<file path="src/rtl/lrp_pkg.sv">
// ----------------------------------------------------------------------------
// lrp_pkg: shared definitions for the logistic regression predictor
// Sizes, item kinds and the queue entry that passes from front to back.
// ----------------------------------------------------------------------------
package lrp_pkg;

   // Feature limit and coefficient table.
   localparam int MAX_FEATURES = 16;
   localparam int TABLE_DEPTH  = 16;
   localparam int LIMIT        = (MAX_FEATURES < TABLE_DEPTH) ? MAX_FEATURES : TABLE_DEPTH;
   localparam int IDX_W        = (LIMIT > 1) ? $clog2(LIMIT) : 1;
   localparam int POS_W        = $clog2(LIMIT + 1);

   // Fixed-point formats.
   localparam int FRAC_BITS = 12;
   localparam int SLOT_W    = 4;
   localparam int VALUE_W   = 16;
   localparam int PROD_W    = 2 * VALUE_W;
   localparam int ACC_W     = 40;
   localparam int TOT_W     = ACC_W + 1;
   localparam int WS_W      = 32;
   localparam int PROB_W    = 16;

   // Stream payload widths.
   localparam int REQ_DATA_W = 24;
   localparam int RSP_DATA_W = 48;

   // Queue between the front and the back.
   localparam int QUEUE_DEPTH = 4;
   localparam int QPTR_W      = $clog2(QUEUE_DEPTH);

   // Kind of an input item, carried in tuser.
   typedef enum logic [0:0] {
      REQ_LOAD    = 1'b0,
      REQ_FEATURE = 1'b1
   } req_kind_type;

   // One feature on its way to the multiply-accumulate.
   typedef struct packed {
      logic signed [VALUE_W-1:0] value;
      logic signed [VALUE_W-1:0] coef;
      logic                      acc_en;
      logic                      last;
      logic                      too_many;
   } q_entry_type;

   // Queue fill status seen by both sides.
   typedef struct packed {
      logic full;
      logic empty;
   } q_status_type;

endpackage

</file>
<file path="src/rtl/lrp_front.sv">
// ----------------------------------------------------------------------------
// lrp_front: input classification and coefficient table
// Loads coefficients, tracks the feature position and queues features.
// ----------------------------------------------------------------------------
module lrp_front (
   input  logic                           clock,
   input  logic                           reset,
   input  logic                           req_tvalid,
   output logic                           req_tready,
   input  logic [lrp_pkg::REQ_DATA_W-1:0] req_tdata,
   input  logic                           req_tlast,
   input  logic [0:0]                     req_tuser,
   input  lrp_pkg::q_status_type          q_status,
   output logic                           q_push,
   output lrp_pkg::q_entry_type           q_entry
);
   import lrp_pkg::*;

   localparam logic [POS_W-1:0]  LIMIT_POS  = POS_W'(LIMIT);
   localparam logic [SLOT_W:0]   LIMIT_SLOT = (SLOT_W + 1)'(LIMIT);

   logic signed [VALUE_W-1:0] coef_table [LIMIT];
   logic [POS_W-1:0]          pos_ff, pos_in;
   logic                      ovf_ff, ovf_in;
   logic                      accept;
   logic                      is_feature;
   logic                      in_range;
   logic [SLOT_W-1:0]         slot;
   logic signed [VALUE_W-1:0] value;

   // Field unpacking and acceptance.
   assign slot       = req_tdata[SLOT_W-1:0];
   assign value      = req_tdata[SLOT_W+VALUE_W-1:SLOT_W];
   assign req_tready = !q_status.full;
   assign accept     = req_tvalid && req_tready;
   assign is_feature = (req_tuser[0] == REQ_FEATURE);
   assign in_range   = (pos_ff < LIMIT_POS);

   // Coefficient loads; slots beyond the limit are dropped.
   always_ff @(posedge clock) begin
      if (accept && !is_feature && ({1'b0, slot} < LIMIT_SLOT)) begin
         coef_table[slot[IDX_W-1:0]] <= value;
      end
   end

   // Position counter and overflow flag; both restart after the last feature.
   always_comb begin
      pos_in = pos_ff;
      ovf_in = ovf_ff;
      if (accept && is_feature) begin
         if (req_tlast) begin
            pos_in = '0;
            ovf_in = 1'b0;
         end else if (in_range) begin
            pos_in = pos_ff + 1'b1;
         end else begin
            ovf_in = 1'b1;
         end
      end
   end

   always_ff @(posedge clock) begin
      if (reset) begin
         pos_ff <= '0;
         ovf_ff <= 1'b0;
      end else begin
         pos_ff <= pos_in;
         ovf_ff <= ovf_in;
      end
   end

   // A feature goes to the back if it adds to the sum or closes the vector.
   assign q_push           = accept && is_feature && (in_range || req_tlast);
   assign q_entry.value    = value;
   assign q_entry.coef     = coef_table[pos_ff[IDX_W-1:0]];
   assign q_entry.acc_en   = in_range;
   assign q_entry.last     = req_tlast;
   assign q_entry.too_many = ovf_ff || !in_range;

endmodule

</file>
<file path="src/rtl/lrp_queue.sv">
// ----------------------------------------------------------------------------
// lrp_queue: small FIFO between front and back
// Holds queued features so that either side can stall on its own.
// ----------------------------------------------------------------------------
module lrp_queue (
   input  logic                  clock,
   input  logic                  reset,
   input  logic                  push,
   input  lrp_pkg::q_entry_type  push_entry,
   input  logic                  pop,
   output lrp_pkg::q_entry_type  head,
   output lrp_pkg::q_status_type status
);
   import lrp_pkg::*;

   q_entry_type       entries [QUEUE_DEPTH];
   logic [QPTR_W-1:0] wr_ptr_ff, wr_ptr_in;
   logic [QPTR_W-1:0] rd_ptr_ff, rd_ptr_in;
   logic [QPTR_W:0]   count_ff, count_in;

   // Entry storage.
   always_ff @(posedge clock) begin
      if (push) begin
         entries[wr_ptr_ff] <= push_entry;
      end
   end

   // Pointer and fill count update.
   always_comb begin
      wr_ptr_in = push ? wr_ptr_ff + 1'b1 : wr_ptr_ff;
      rd_ptr_in = pop  ? rd_ptr_ff + 1'b1 : rd_ptr_ff;
      count_in  = count_ff;
      if (push && !pop) begin
         count_in = count_ff + 1'b1;
      end else if (pop && !push) begin
         count_in = count_ff - 1'b1;
      end
   end

   always_ff @(posedge clock) begin
      if (reset) begin
         wr_ptr_ff <= '0;
         rd_ptr_ff <= '0;
         count_ff  <= '0;
      end else begin
         wr_ptr_ff <= wr_ptr_in;
         rd_ptr_ff <= rd_ptr_in;
         count_ff  <= count_in;
      end
   end

   assign head         = entries[rd_ptr_ff];
   assign status.full  = (count_ff == (QPTR_W + 1)'(QUEUE_DEPTH));
   assign status.empty = (count_ff == '0);

endmodule

</file>
<file path="src/rtl/lrp_back.sv">
// ----------------------------------------------------------------------------
// lrp_back: multiply-accumulate, rounding and sigmoid
// Four-stage pipeline from queued feature to the registered result.
// ----------------------------------------------------------------------------
module lrp_back (
   input  logic                           clock,
   input  logic                           reset,
   input  logic signed [lrp_pkg::VALUE_W-1:0] intercept,
   input  lrp_pkg::q_entry_type           head,
   input  lrp_pkg::q_status_type          q_status,
   output logic                           pop,
   output logic                           rsp_tvalid,
   input  logic                           rsp_tready,
   output logic [lrp_pkg::RSP_DATA_W-1:0] rsp_tdata,
   output logic [0:0]                     rsp_tuser
);
   import lrp_pkg::*;

   localparam logic [34:0] THR_FIVE = 35'(5) << FRAC_BITS;
   localparam logic [34:0] THR_MID  = 35'(19) << FRAC_BITS;
   localparam logic [34:0] THR_ONE  = 35'(1) << FRAC_BITS;

   // PLAN sigmoid: segments are taken on |z| and mirrored for negative z.
   function automatic logic [PROB_W-1:0] plan_sigmoid(input logic signed [WS_W-1:0] z);
      logic [WS_W-1:0]    mag;
      logic [WS_W+15:0]   wide;
      logic [WS_W+15:0]   seg;
      logic [PROB_W:0]    y;
      mag  = z[WS_W-1] ? (~z + 1'b1) : z;
      wide = {mag, 16'b0};
      if ({3'b000, mag} >= THR_FIVE) begin
         y = 17'd65536;
      end else if ({mag, 3'b000} >= THR_MID) begin
         seg = wide >> (FRAC_BITS + 5);
         y   = seg[PROB_W:0] + 17'd55296;
      end else if ({3'b000, mag} >= THR_ONE) begin
         seg = wide >> (FRAC_BITS + 3);
         y   = seg[PROB_W:0] + 17'd40960;
      end else begin
         seg = wide >> (FRAC_BITS + 2);
         y   = seg[PROB_W:0] + 17'd32768;
      end
      if (z[WS_W-1]) begin
         y = 17'd65536 - y;
      end
      return y[PROB_W] ? {PROB_W{1'b1}} : y[PROB_W-1:0];
   endfunction

   logic                      advance;

   logic                      s1_valid_ff;
   logic signed [PROD_W-1:0]  s1_prod_ff;
   logic                      s1_acc_en_ff;
   logic                      s1_last_ff;
   logic                      s1_too_many_ff;

   logic signed [ACC_W-1:0]   acc_ff, acc_in;
   logic signed [TOT_W-1:0]   acc_sum;
   logic signed [ACC_W-1:0]   acc_sat;

   logic                      s2_valid_ff, s2_valid_in;
   logic signed [ACC_W-1:0]   s2_sum_ff;
   logic                      s2_too_many_ff;

   logic signed [TOT_W-1:0]   total;
   logic signed [TOT_W-1:0]   shifted;
   logic signed [WS_W-1:0]    ws_in;
   logic                      s3_valid_ff;
   logic signed [WS_W-1:0]    s3_ws_ff;
   logic                      s3_too_many_ff;

   logic                      out_valid_ff;
   logic [PROB_W-1:0]         out_prob_ff;
   logic signed [WS_W-1:0]    out_ws_ff;
   logic                      out_too_many_ff;

   // The whole pipeline moves when the output register is free or being taken.
   assign advance = !out_valid_ff || rsp_tready;
   assign pop     = advance && !q_status.empty;

   // Stage 1: coefficient times feature.
   always_ff @(posedge clock) begin
      if (reset) begin
         s1_valid_ff <= 1'b0;
      end else if (advance) begin
         s1_valid_ff <= !q_status.empty;
      end
   end

   always_ff @(posedge clock) begin
      if (pop) begin
         s1_prod_ff     <= head.value * head.coef;
         s1_acc_en_ff   <= head.acc_en;
         s1_last_ff     <= head.last;
         s1_too_many_ff <= head.too_many;
      end
   end

   // Stage 2: saturating accumulate; the last feature hands the sum on.
   always_comb begin
      acc_sum = TOT_W'(acc_ff) + (s1_acc_en_ff ? TOT_W'(s1_prod_ff) : '0);
      if (acc_sum[TOT_W-1] != acc_sum[ACC_W-1]) begin
         acc_sat = acc_sum[TOT_W-1] ? {1'b1, {(ACC_W-1){1'b0}}} : {1'b0, {(ACC_W-1){1'b1}}};
      end else begin
         acc_sat = acc_sum[ACC_W-1:0];
      end
      acc_in      = acc_ff;
      s2_valid_in = 1'b0;
      if (s1_valid_ff) begin
         acc_in      = s1_last_ff ? '0 : acc_sat;
         s2_valid_in = s1_last_ff;
      end
   end

   always_ff @(posedge clock) begin
      if (reset) begin
         acc_ff      <= '0;
         s2_valid_ff <= 1'b0;
      end else if (advance) begin
         acc_ff      <= acc_in;
         s2_valid_ff <= s2_valid_in;
      end
   end

   always_ff @(posedge clock) begin
      if (advance && s2_valid_in) begin
         s2_sum_ff      <= acc_sat;
         s2_too_many_ff <= s1_too_many_ff;
      end
   end

   // Stage 3: add the intercept, floor to the output format and saturate.
   always_comb begin
      total   = TOT_W'(s2_sum_ff) + (TOT_W'(intercept) <<< FRAC_BITS);
      shifted = total >>> FRAC_BITS;
      if (shifted[TOT_W-1:WS_W-1] != {(TOT_W-WS_W+1){shifted[TOT_W-1]}}) begin
         ws_in = shifted[TOT_W-1] ? {1'b1, {(WS_W-1){1'b0}}} : {1'b0, {(WS_W-1){1'b1}}};
      end else begin
         ws_in = shifted[WS_W-1:0];
      end
   end

   always_ff @(posedge clock) begin
      if (reset) begin
         s3_valid_ff <= 1'b0;
      end else if (advance) begin
         s3_valid_ff <= s2_valid_ff;
      end
   end

   always_ff @(posedge clock) begin
      if (advance && s2_valid_ff) begin
         s3_ws_ff       <= ws_in;
         s3_too_many_ff <= s2_too_many_ff;
      end
   end

   // Stage 4: sigmoid into the output register.
   always_ff @(posedge clock) begin
      if (reset) begin
         out_valid_ff <= 1'b0;
      end else if (advance) begin
         out_valid_ff <= s3_valid_ff;
      end
   end

   always_ff @(posedge clock) begin
      if (advance && s3_valid_ff) begin
         out_prob_ff     <= plan_sigmoid(s3_ws_ff);
         out_ws_ff       <= s3_ws_ff;
         out_too_many_ff <= s3_too_many_ff;
      end
   end

   assign rsp_tvalid   = out_valid_ff;
   assign rsp_tdata    = {out_ws_ff, out_prob_ff};
   assign rsp_tuser[0] = out_too_many_ff;

endmodule

</file>
<file path="src/rtl/logistic_regression_predictor.sv">
// ----------------------------------------------------------------------------
// logistic_regression_predictor: fixed-point logistic regression inference
// Coefficient loads and features in, weighted sum and PLAN sigmoid out.
//
//   channel  direction  ports                         payload
//   req      in         req_tvalid/tready/tdata/      tdata: slot, value
//                       tlast/tuser                   tuser: item kind
//   rsp      out        rsp_tvalid/tready/tdata/      tdata: probability, sum
//                       tuser                         tuser: too_many
//   csr      in         csr_we/csr_wdata              intercept
//
// One item is accepted per cycle while the queue is not full; after the last
// feature of a vector is accepted, its result passes through the queue and the
// multiply, accumulate, rounding and sigmoid stages behind it.
// Reset clears the position counter, accumulator, queue and valid bits;
// coefficients stay undefined until loaded.
// A stalled result freezes the back pipeline; the front keeps taking items
// until the four-entry queue is full.
// ----------------------------------------------------------------------------
module logistic_regression_predictor (
   input  logic                           clock,
   input  logic                           reset,
   input  logic                           csr_we,
   input  logic [lrp_pkg::VALUE_W-1:0]    csr_wdata,
   input  logic                           req_tvalid,
   output logic                           req_tready,
   // tdata: [3:0] slot, [19:4] value, [23:20] zero
   input  logic [lrp_pkg::REQ_DATA_W-1:0] req_tdata,
   input  logic                           req_tlast,
   // tuser: [0] req_type
   input  logic [0:0]                     req_tuser,
   output logic                           rsp_tvalid,
   input  logic                           rsp_tready,
   // tdata: [15:0] probability, [47:16] weighted_sum
   output logic [lrp_pkg::RSP_DATA_W-1:0] rsp_tdata,
   // tuser: [0] too_many
   output logic [0:0]                     rsp_tuser
);
   import lrp_pkg::*;

   logic signed [VALUE_W-1:0] intercept_ff;
   logic                      q_push;
   logic                      q_pop;
   q_entry_type               q_entry;
   q_entry_type               q_head;
   q_status_type              q_status;

   // Intercept register.
   always_ff @(posedge clock) begin
      if (reset) begin
         intercept_ff <= '0;
      end else if (csr_we) begin
         intercept_ff <= csr_wdata;
      end
   end

   lrp_front u_front (
      .clock      (clock),
      .reset      (reset),
      .req_tvalid (req_tvalid),
      .req_tready (req_tready),
      .req_tdata  (req_tdata),
      .req_tlast  (req_tlast),
      .req_tuser  (req_tuser),
      .q_status   (q_status),
      .q_push     (q_push),
      .q_entry    (q_entry)
   );

   lrp_queue u_queue (
      .clock      (clock),
      .reset      (reset),
      .push       (q_push),
      .push_entry (q_entry),
      .pop        (q_pop),
      .head       (q_head),
      .status     (q_status)
   );

   lrp_back u_back (
      .clock      (clock),
      .reset      (reset),
      .intercept  (intercept_ff),
      .head       (q_head),
      .q_status   (q_status),
      .pop        (q_pop),
      .rsp_tvalid (rsp_tvalid),
      .rsp_tready (rsp_tready),
      .rsp_tdata  (rsp_tdata),
      .rsp_tuser  (rsp_tuser)
   );

   // The queue is never both full and empty.
   assert property (@(posedge clock) disable iff (reset)
      !(q_status.full && q_status.empty))
      else $error("queue reports full and empty at once");

   // The front never pushes into a full queue.
   assert property (@(posedge clock) disable iff (reset)
      q_push |-> !q_status.full)
      else $error("push into full queue");

   // The back only pops a queue that holds an entry.
   assert property (@(posedge clock) disable iff (reset)
      q_pop |-> !q_status.empty)
      else $error("pop from empty queue");

   // A stalled result holds the back pipeline, so nothing leaves the queue.
   assert property (@(posedge clock) disable iff (reset)
      (rsp_tvalid && !rsp_tready) |-> !q_pop)
      else $error("queue popped while result stalled");

endmodule

</file>
<file path="config.mk">
export PLATFORM = sky130hd
export DESIGN_NAME = logistic_regression_predictor
export DESIGN_NICKNAME = d
export VERILOG_FILES = /design/src/rtl/lrp_pkg.sv /design/src/rtl/lrp_front.sv /design/src/rtl/lrp_queue.sv /design/src/rtl/lrp_back.sv /design/src/rtl/logistic_regression_predictor.sv
export SDC_FILE = /design/constraint.sdc
export NUM_CORES = 1
export LEC_CHECK = 0
export BUFFER_PORTS_ARGS = -buffer_cell sky130_fd_sc_hd__buf_2
export CORE_MARGIN = 1.5
export CORE_UTILIZATION = 35
export CTS_BUF_LIST = sky130_fd_sc_hd__clkbuf_4 sky130_fd_sc_hd__clkbuf_8
export CTS_CLUSTER_SIZE = 40
export DETAILED_ROUTE_END_ITERATION = 10
export MAX_ROUTING_LAYER = met4
export PLACE_DENSITY = 0.6
export SYNTH_ARGS = -nofsm -noshare
export SYNTH_HDL_FRONTEND = slang
export SYNTH_SLANG_ARGS = --single-unit
</file>
<file path="constraint.sdc">
create_clock -name clock -period 14.6 [get_ports clock]
set_clock_uncertainty 0.2 [all_clocks]
set_input_delay 2.92 -clock clock [delete_from_list [all_inputs] [get_ports clock]]
set_output_delay 2.92 -clock clock [all_outputs]
set_load 0.02 [all_outputs]
</file>
==> flow_summary_export.csv, run 1 <==
group,metric,value,unit
run_status,status,"finished clean",
clock_tree,clock_latency,740,ps
yosys,synth_cells,3106,
grt,antenna_found_initial,4,
cells_and_area,mostFrequentLayoutCell,"edfxtp_1",
die,coreArea,107100,um2
clock_tree,postCtsSetupRepairBufs,0,
setup_path,required,14860,ps
cells_and_area,area_growth,11.11,%
sta,setup_tns,0,ps
placement,port_buffers,93,
clock_tree,cts_resized,0,
clock_tree,path_clk_slew,60,ps
placement,hpwlAfterDp,59440,um
placement,gp_congestion,0.9160,
die,start_util,35.31,%
yosys,async_reset_ff_share,0,%
drt,drc,0,
yosys,synth-seq-cells,615,
yosys,synth_area_leaders,"edfxtp_1 43%, fa_1 14%, mux4_2 5.5%",
clock_tree,cts_tree,"yes",
setup_path,critical_path_arrival,9400,ps
clock_tree,cts_buffers,97,
die,die_y,331.6,um
yosys,synth_top_area_share,42.58,%
cells_and_area,drive_gt1_share,14.80,%
drt,detail-route-antenna-nets,0,
cells_and_area,fillers,10200,
yosys,synth_top_cell_by_area,"edfxtp_1",
grt,first_global_vias,23920,
setup_path,r2r_slack,5460,ps
setup_path,startpoint_type,"register",
drt,drtPass1Iterations,6,
drt,routed_wl,83860,um
sta,finalHoldViolCount,0,
die,fp.dieArea,110000,um2
setup_path,path_class,"register to register",
clock_tree,clockBufferDepth,3,
grt,grt_pass1_wl,133000,um
sta,rsz0062_at_grt,"false",
hold_path,hp-class,"register to register",
setup_path,crit_path_max_fanout,44,
drt,drt-initial-drc-count,1380,
grt,grt_overflow,0,
die,num_rows,120,
grt,use_met2,26.25,%
setup_path,r2r_cells,25,
drt,num_vias,23490,
sta,maxSlewViolCount,0,
sta,maxSlewHeadroom,22.06,%
grt,grt_util_met3,2.508,%
setup_path,crit_path_end,"u_back.s1_prod_ff[31]$_DFFE_PP_",
grt,grt_max_degree,72,
yosys,synth_edf_count,536,
clock_tree,cts_root_buffer,"clkbuf_8",
die,die_w,331.6,um
yosys,synth_area,37800,um2
drt,post_drt_wl_per_cell,17.77,um
setup_path,r2r_end,"u_back.s1_prod_ff[31]$_DFFE_PP_",
cells_and_area,layout.area.seq,17690,um2
flow_run,maxCapViolCount,0,
setup_path,cp-end-kind,"register",
drt,via_per_inst,4.978,
clock_tree,cts.sinks,615,
yosys,synth_nets,3583,
grt,busiest_layer,"met2",
cells_and_area,mostFrequentLayoutCells,"536 x edfxtp_1, 384 x inv_1, 278 x nor2_1",
cells_and_area,final_nets,3708,
die,ios,98,
sta,fin_crit,9138,ps
grt,use_met1,19.76,%
sta,max_slew.worst_pin.slew,1167,ps
clock_tree,cts_hold_buf,0,
clock_tree,htreeDepth,3,
sta,setup_viol,0,
sta,max_freq,0.1094,GHz
yosys,ys_warn_count,0,
yosys,synth_flop_cell,"edfxtp_1",
sta,layout_worst_path_cycle_share,62.59,%
grt,track_usage,15.81,%
yosys,yosysUniqueCellTypes,90,
cells_and_area,multi_input_area,18280,um2
yosys,syn_area_per_cell,12.17,um2
yosys,ys_seq_area_share,46.76,%
## cells by family after synthesis
kind of cell | synth area share, %
adders and majority gates | 19.92
and+or+nand+nor | 10.04
DFF | 46.76
buffers and inverters | 5.048
muxes | 7.391
AOI/OAI and AO/OA | 7.633
xor gates and xnor gates | 3.207
## worst min-delay path by stage
stage / slack [ps] / startpoint / depth (start not counted) / end
after floorplan: 200 / u_back.s3_too_many_ff$_DFFE_PP_ / 0 / u_back.rsp_tuser$_DFFE_PP_
after global placement: 200 / u_back.s2_too_many_ff$_DFFE_PP_ / 0 / u_back.s3_too_many_ff$_DFFE_PP_
after detailed placement: 210 / u_back.s2_too_many_ff$_DFFE_PP_ / 0 / u_back.s3_too_many_ff$_DFFE_PP_
after CTS: 220 / u_back.s3_too_many_ff$_DFFE_PP_ / 0 / u_back.rsp_tuser$_DFFE_PP_
after global routing: 230 / u_back.s2_too_many_ff$_DFFE_PP_ / 0 / u_back.s3_too_many_ff$_DFFE_PP_
final: 220 / u_back.s3_too_many_ff$_DFFE_PP_ / 0 / u_back.rsp_tuser$_DFFE_PP_
## per-layer routing
layer  vias to the layer above  routed length [um]
met2                       590               40500
met3                       150                4590
met4                         0                2373
met1                     11640               36400
li1                      11100                   -
met5                         -                   0
## synthesized netlist by cell type (all sizes together), types with 25 or more instances
master / number
a21o: 35
a21oi: 101
and2: 70
buf: 30
clkbuf: 79
dfxtp: 79
edfxtp: 536
fa: 265
ha: 165
inv: 385
mux2i: 44
mux4: 93
nand2: 262
nand2b: 25
nand3: 30
nor2: 291
nor3: 36
o21a: 32
o21ai: 131
xnor2: 92
xor2: 43
## area by class of cell
class                      count  area share (%)
multi-input combinational   1997           43.53
clock buffer                 139           4.048
clock inverter                40          0.8132
tap                         1403           4.179
timing repair buffer         135           1.859
antenna                        4         0.02383
inverter                     385           3.441
sequential                   615           42.11
## metrics by stage
stage | area (um2) | std cells | utilization (%) | hold WS, ps | setup slack [ps]
floorplan | 37800 | 3106 | - | 200.3 | 6968
global placement | 39950 | 4535 | 37.32 | 201.4 | 5503
detailed placement | 39950 | 4535 | 37.32 | 207.2 | 5512
CTS | 41990 | 4714 | 39.23 | 216.7 | 5435
global route | 42000 | 4717 | 39.23 | 228.3 | 4849
finish | 42000 | 4718 | 39.24 | 219.4 | 5462
## registers in the layout (all words and copies together), names as in the netlist, 2 cells and up, named ones only
register / flops
u_back.acc_ff: 40
u_queue.wr_ptr_ff: 2
u_back.s1_prod_ff: 32
u_front.coef_table: 256
u_front.pos_ff: 5
u_back.s3_ws_ff: 29
u_queue.count_ff: 3
u_back.out_ws_ff: 29
intercept_ff: 16
u_queue.entries: 140
u_queue.rd_ptr_ff: 2
u_back.s2_sum_ff: 28
u_back.out_prob_ff: 16
## critical path, stage by stage, from the launching register on
cell	delay, ps
dfxtp_4	490
buf_4	630
mux2_2	420
o21ai_1	690
nor2_1	170
fa_1	560
inv_1	60
fa_1	560
fa_1	430
fa_1	490
inv_1	50
fa_1	520
inv_1	50
fa_1	520
inv_1	40
ha_1	370
nand3_1	100
a211oi_1	320
o21ai_0	250
a31oi_1	370
a2111oi_0	250
o21ai_0	380
nand2_1	140
o21ai_0	230
a21oi_1	110
xnor2_1	390
Power of run 1 is left out: the tool's default activity adds up to more than one toggle a clock period on the data nets, which glitch-free logic cannot reach.
==> run 2: changes to the inputs <==
- clock period: 14.6 -> 9.6 ns (I/O delays scaled with it)
==> flow_summary_export.csv, run 2 (synthesis results as in run 1) <==
group,metric,value,unit
clock_tree,htreeDepth,3,
clock_tree,clock_latency,750,ps
cells_and_area,mostFrequentLayoutCell,"edfxtp_1",
setup_path,path_class,"register to register",
sta,max_slew.worst_pin.slew,1162,ps
placement,port_buffers,93,
setup_path,startpoint_type,"register",
setup_path,cp_cell_sequence,"buf_12, mux2_2, o21ai_1, nor2_1, fa_1, inv_1, fa_1, fa_1, inv_1, fa_1, fa_1, inv_1, fa_1, inv_1, ha_1, and4_1, a22oi_1, a31oi_1, a2111oi_0, o21ai_0, and2_1, a21oi_1, xnor2_1",
grt,track_usage,15.93,%
sta,setup_viol,0,
cells_and_area,finalCoreUtilization,39.37,%
cells_and_area,fin_area,42150,um2
clock_tree,cts_buffers,101,
grt,grt_pass1_wl,134900,um
die,die_y,331.6,um
setup_path,crit_family,"adder cells",
clock_tree,path_clk_slew,60,ps
cells_and_area,multi_input_area,18280,um2
die,coreArea,107100,um2
setup_path,critPathSlowestCell,"a2111oi_0",
drt,detail-route-antenna-nets,0,
die,start_util,35.31,%
cells_and_area,drive_gt1_share,15.27,%
clock_tree,cts_hold_buf,0,
die,ios,98,
drt,drt-initial-drc-count,1473,
cells_and_area,final_nets,3726,
sta,rsz0062_at_grt,"false",
drt,routed_wl,84750,um
clock_tree,cts_resized,0,
setup_path,crit_buf_inv,5,
grt,antenna_found_initial,2,
setup_path,max_stage_delay,650,ps
die,die_w,331.6,um
setup_path,cp-end-kind,"register",
clock_tree,postCtsSetupRepairBufs,0,
cells_and_area,layout.area.seq,17690,um2
sta,setup_tns,0,ps
drt,via_per_inst,4.973,
sta,maxSlewHeadroom,22.12,%
cells_and_area,largest_register_ffs,256,
clock_tree,cts.sinks,615,
placement,dpl_cell_area,40070,um2
hold_path,hp-class,"register to register",
cells_and_area,mostFrequentLayoutCells,"536 x edfxtp_1, 384 x inv_1, 278 x nor2_1",
sta,max_freq,0.1208,GHz
die,num_rows,120,
run_status,status,"finished clean",
setup_path,required,9890,ps
flow_run,maxCapViolCount,0,
placement,gp_congestion,0.8941,
clock_tree,cts_root_buffer,"clkbuf_8",
setup_path,cpMostUsedCell,"fa_1",
setup_path,critical_path_arrival,8570,ps
die,fp.dieArea,110000,um2
cells_and_area,fillers,10210,
sta,finalHoldViolCount,0,
clock_tree,clockBufferDepth,3,
drt,drc,0,
cells_and_area,area_growth,11.50,%
setup_path,crit_path_max_fanout,35,
drt,num_vias,23560,
sta,maxSlewViolCount,0,
clock_tree,cts_tree,"yes",
grt,grt_max_degree,65,
drt,drtPass1Iterations,5,
sta,fin_crit,8281,ps
placement,hpwlAfterDp,60650,um
grt,first_global_vias,24410,
drt,post_drt_wl_per_cell,17.89,um
sta,layout_worst_path_cycle_share,86.26,%
grt,grt_overflow,0,
## run 2: changes by cell type in the layout (fill, tap and decap cells not counted), sizes merged
cell / previous run / this run
buf: 135 / 149
clkinv: 30 / 33
inv: 391 / 390
clkbuf: 139 / 144
clkinvlp: 0 / 2
bufinv: 4 / 3
diode: 4 / 2
## run 2: area by class of cell
type	instances	area share (%)
clock inverter	43	0.8163
antenna	2	0.01187
multi-input combinational	1997	43.38
tap	1403	4.165
sequential	615	41.96
timing repair buffer	149	2.131
clock buffer	144	4.108
inverter	385	3.429
## run 2: per-stage QoR
step,setup slack (ps),hold WS (ps),instances
3_5_place_dp,1261,210.1,4549
5_1_grt,766.2,250.8,4737
2_1_floorplan,1968,200.3,3106
6_report,1319,220.0,4738
4_1_cts,1208,223.5,4736
3_3_place_gp,1290,206.0,4549
## run 2: worst paths after layout
check / slack (ps) / cells after the start / to / startpoint
worst max register to register: 1320 / 23 / u_back.s1_prod_ff[29]$_DFFE_PP_ / register
worst min register to register: 220 / 0 / u_back.rsp_tuser$_DFFE_PP_ / u_back.s3_too_many_ff$_DFFE_PP_
worst max-delay path: 1320 / 23 / u_back.s1_prod_ff[29]$_DFFE_PP_ / register
worst min-delay path: 220 / 0 / u_back.rsp_tuser$_DFFE_PP_ / u_back.s3_too_many_ff$_DFFE_PP_
## run 2: per-layer routing
layer	vias up	GRT usage (%)	wire, um
met5	-	-	0
met4	0	4.648	2154
met3	142	2.666	3790
met2	528	26.34	41050
met1	11750	20.09	37760
li1	11140	-	-
## run 2: worst register-to-register path: stages (launching register included)
cell,delay (ps)
dfxtp_4,470
buf_12,300
mux2_2,410
o21ai_1,560
nor2_1,160
fa_1,560
inv_1,60
fa_1,490
fa_1,520
inv_1,50
fa_1,470
fa_1,550
inv_1,50
fa_1,520
inv_1,40
ha_1,360
and4_1,240
a22oi_1,290
a31oi_1,230
a2111oi_0,650
o21ai_0,270
and2_1,220
a21oi_1,160
xnor2_1,220
Power of run 2 is left out for the same reason.
==> run 3: changes to the inputs <==
- ABC_AREA: unset -> 0
- CORE_UTILIZATION: 35 -> 50
- PLACE_DENSITY: 0.6 -> 0.76
- SYNTH_HIERARCHICAL: unset -> 1
==> flow_summary_export.csv, run 3 <==
group,metric,value,unit
hold_path,hold_end,"u_back/s3_too_many_ff$_DFFE_PP_",
yosys,synth_edf_count,536,
cells_and_area,mostFrequentLayoutCells,"536 x edfxtp_1, 379 x inv_1, 265 x fa_1",
grt,first_global_vias,24280,
sta,maxSlewHeadroom,20.00,%
flow_run,maxCapViolCount,0,
cells_and_area,mostFrequentLayoutCell,"edfxtp_1",
die,die_y,277.8,um
cells_and_area,area_growth,8.983,%
sta,finalHoldViolCount,0,
setup_path,r2r_slack,800,ps
setup_path,critical_path_arrival,9090,ps
sta,rsz0062_at_grt,"false",
setup_path,required,9890,ps
setup_path,r2r_cells,27,
yosys,yosysUniqueCellTypes,92,
clock_tree,path_clk_slew,60,ps
yosys,synthSimpleGateAreaFrac,10.88,%
die,fp.dieArea,77180,um2
placement,dpl_worst_slack,808.6,ps
setup_path,path_class,"register to register",
die,num_rows,100,
setup_path,max_stage_delay,700,ps
sta,layout_worst_path_cycle_share,91.69,%
setup_path,crit_path_max_fanout,17,
hold_path,hold_depth,0,
setup_path,cpMostUsedCell,"inv_1",
yosys,synth_top_area_share,42.62,%
sta,fin_crit,8802,ps
yosys,synthAdderAreaFrac,19.52,%
grt,grt_pass1_wl,126900,um
clock_tree,cts_buffers,95,
die,ios,98,
grt,grt_overflow,0,
yosys,ys_seq_area_share,46.81,%
clock_tree,clockBufferDepth,3,
cells_and_area,finalCoreUtilization,55.19,%
sta,holdWs,233.0,ps
sta,max_slew.worst_pin.slew,1197,ps
drt,drtPass1Iterations,7,
yosys,async_reset_ff_share,0,%
die,start_util,50.64,%
clock_tree,cts_hold_buf,0,
setup_path,critPathSlowestCell,"mux4_2",
yosys,synth_mux_area_share,6.726,%
clock_tree,cts_tree,"yes",
yosys,synth_area_leaders,"edfxtp_1 43%, fa_1 14%, ha_1 5.5%",
yosys,synth-seq-cells,615,
die,die_w,277.8,um
yosys,ys_warn_count,6,
drt,via_per_inst,5.625,
clock_tree,postCtsSetupRepairBufs,0,
drt,drt-initial-drc-count,2137,
clock_tree,cts_root_buffer,"clkbuf_8",
placement,port_buffers,93,
cells_and_area,final_nets,3653,
setup_path,startpoint_type,"register",
yosys,synth_top_cell_by_area,"edfxtp_1",
drt,routed_wl,78560,um
yosys,synth_flop_cell,"edfxtp_1",
hold_path,hp-class,"register to register",
clock_tree,cts_resized,0,
grt,antenna_found_initial,1,
placement,hpwlAfterDp,55680,um
yosys,synth_top_family_by_area,"adder cells",
clock_tree,cts.sinks,615,
die,coreArea,74570,um2
sta,max_freq,0.1136,GHz
drt,detail-route-antenna-nets,0,
drt,drc,0,
yosys,synth_area,37760,um2
yosys,synth-xor-area-share,2.757,%
drt,post_drt_wl_per_cell,18.59,um
grt,grt_max_degree,65,
setup_path,r2r_end,"u_back/s1_prod_ff[31]$_DFFE_PP_",
clock_tree,clock_latency,740,ps
setup_path,cp-end-kind,"register",
drt,num_vias,23770,
sta,worst_slack,798.1,ps
yosys,yosys-top-cells-count,"536 x edfxtp_1, 379 x inv_1, 265 x fa_1",
yosys,synth_nets,3554,
sta,setup_tns,0,ps
cells_and_area,largest_register_ffs,256,
yosys,syn_area_per_cell,12.27,um2
yosys,synth_cells,3077,
placement,gp_congestion,0.9192,
run_status,status,"finished clean",
clock_tree,htreeDepth,3,
sta,maxSlewViolCount,0,
cells_and_area,drive_gt1_share,12.60,%
hold_path,min_from,"u_back/s2_too_many_ff$_DFFE_PP_",
yosys,synth_most_common_cell,"edfxtp_1",
yosys,synth_compound_area_share,7.624,%
grt,track_usage,21.35,%
sta,setup_viol,0,
-- run 3: worst max path at each step --
stage / cells after the start / start / slack (ps) / end
6_report: 27 / register / 800 / u_back/s1_prod_ff[31]$_DFFE_PP_
4_1_cts: 25 / register / 780 / u_back/s1_prod_ff[30]$_DFFE_PP_
3_3_place_gp: 27 / register / 860 / u_back/s1_prod_ff[31]$_DFFE_PP_
3_5_place_dp: 25 / register / 810 / u_back/s1_prod_ff[30]$_DFFE_PP_
2_1_floorplan: 28 / register / 1740 / u_back/s1_prod_ff[30]$_DFFE_PP_
5_1_grt: 27 / register / 280 / u_back/s1_prod_ff[31]$_DFFE_PP_
-- run 3: critical path: cells and delay by family (launching register included) --
kind	cells	cell delay (ps)
muxes	1	700
and+or+nand+nor	3	480
adders and majority gates	7	2880
xor gates and xnor gates	1	240
DFF	1	690
buffers and inverters	7	560
AOI/OAI and AO/OA	8	2800
-- run 3: metrics by stage --
| step | cells | area, um2 |
|---|---|---|
| 2_1_floorplan | 3077 | 37760 |
| 3_3_place_gp | 4048 | 39060 |
| 3_5_place_dp | 4048 | 39060 |
| 4_1_cts | 4224 | 41150 |
| 5_1_grt | 4225 | 41150 |
| 6_report | 4225 | 41150 |
-- run 3: cell type report --
class / instances / area (um2)
well taps: 969 / 1212
repair buffers: 130 / 755.7
inverters: 380 / 1426
diodes: 1 / 2.502
fillers: 5991 / 33420
clock buffers: 129 / 1588
flip-flops and latches: 615 / 17680
clock inverters: 47 / 500.5
multi-input cells: 1954 / 17980
-- run 3: cells by family after synthesis --
logic type | after synthesis
and+or+nand+nor | 841
DFF | 615
buffers and inverters | 508
AOI/OAI and AO/OA | 441
adders and majority gates | 430
muxes | 124
xor gates and xnor gates | 118
-- run 3: metal layers --
layer  part of all wire [%]  wire [um]  GRT usage, %  up-vias
li1                       -          -             -    10960
met2                     50      39580         36.26      864
met3                    6.2       4906         3.310      153
met1                     41      32050         26.26    11790
met5                      0          0             -        -
met4                    2.6       2023         6.782        0
Power of run 3 is left out for the same reason.
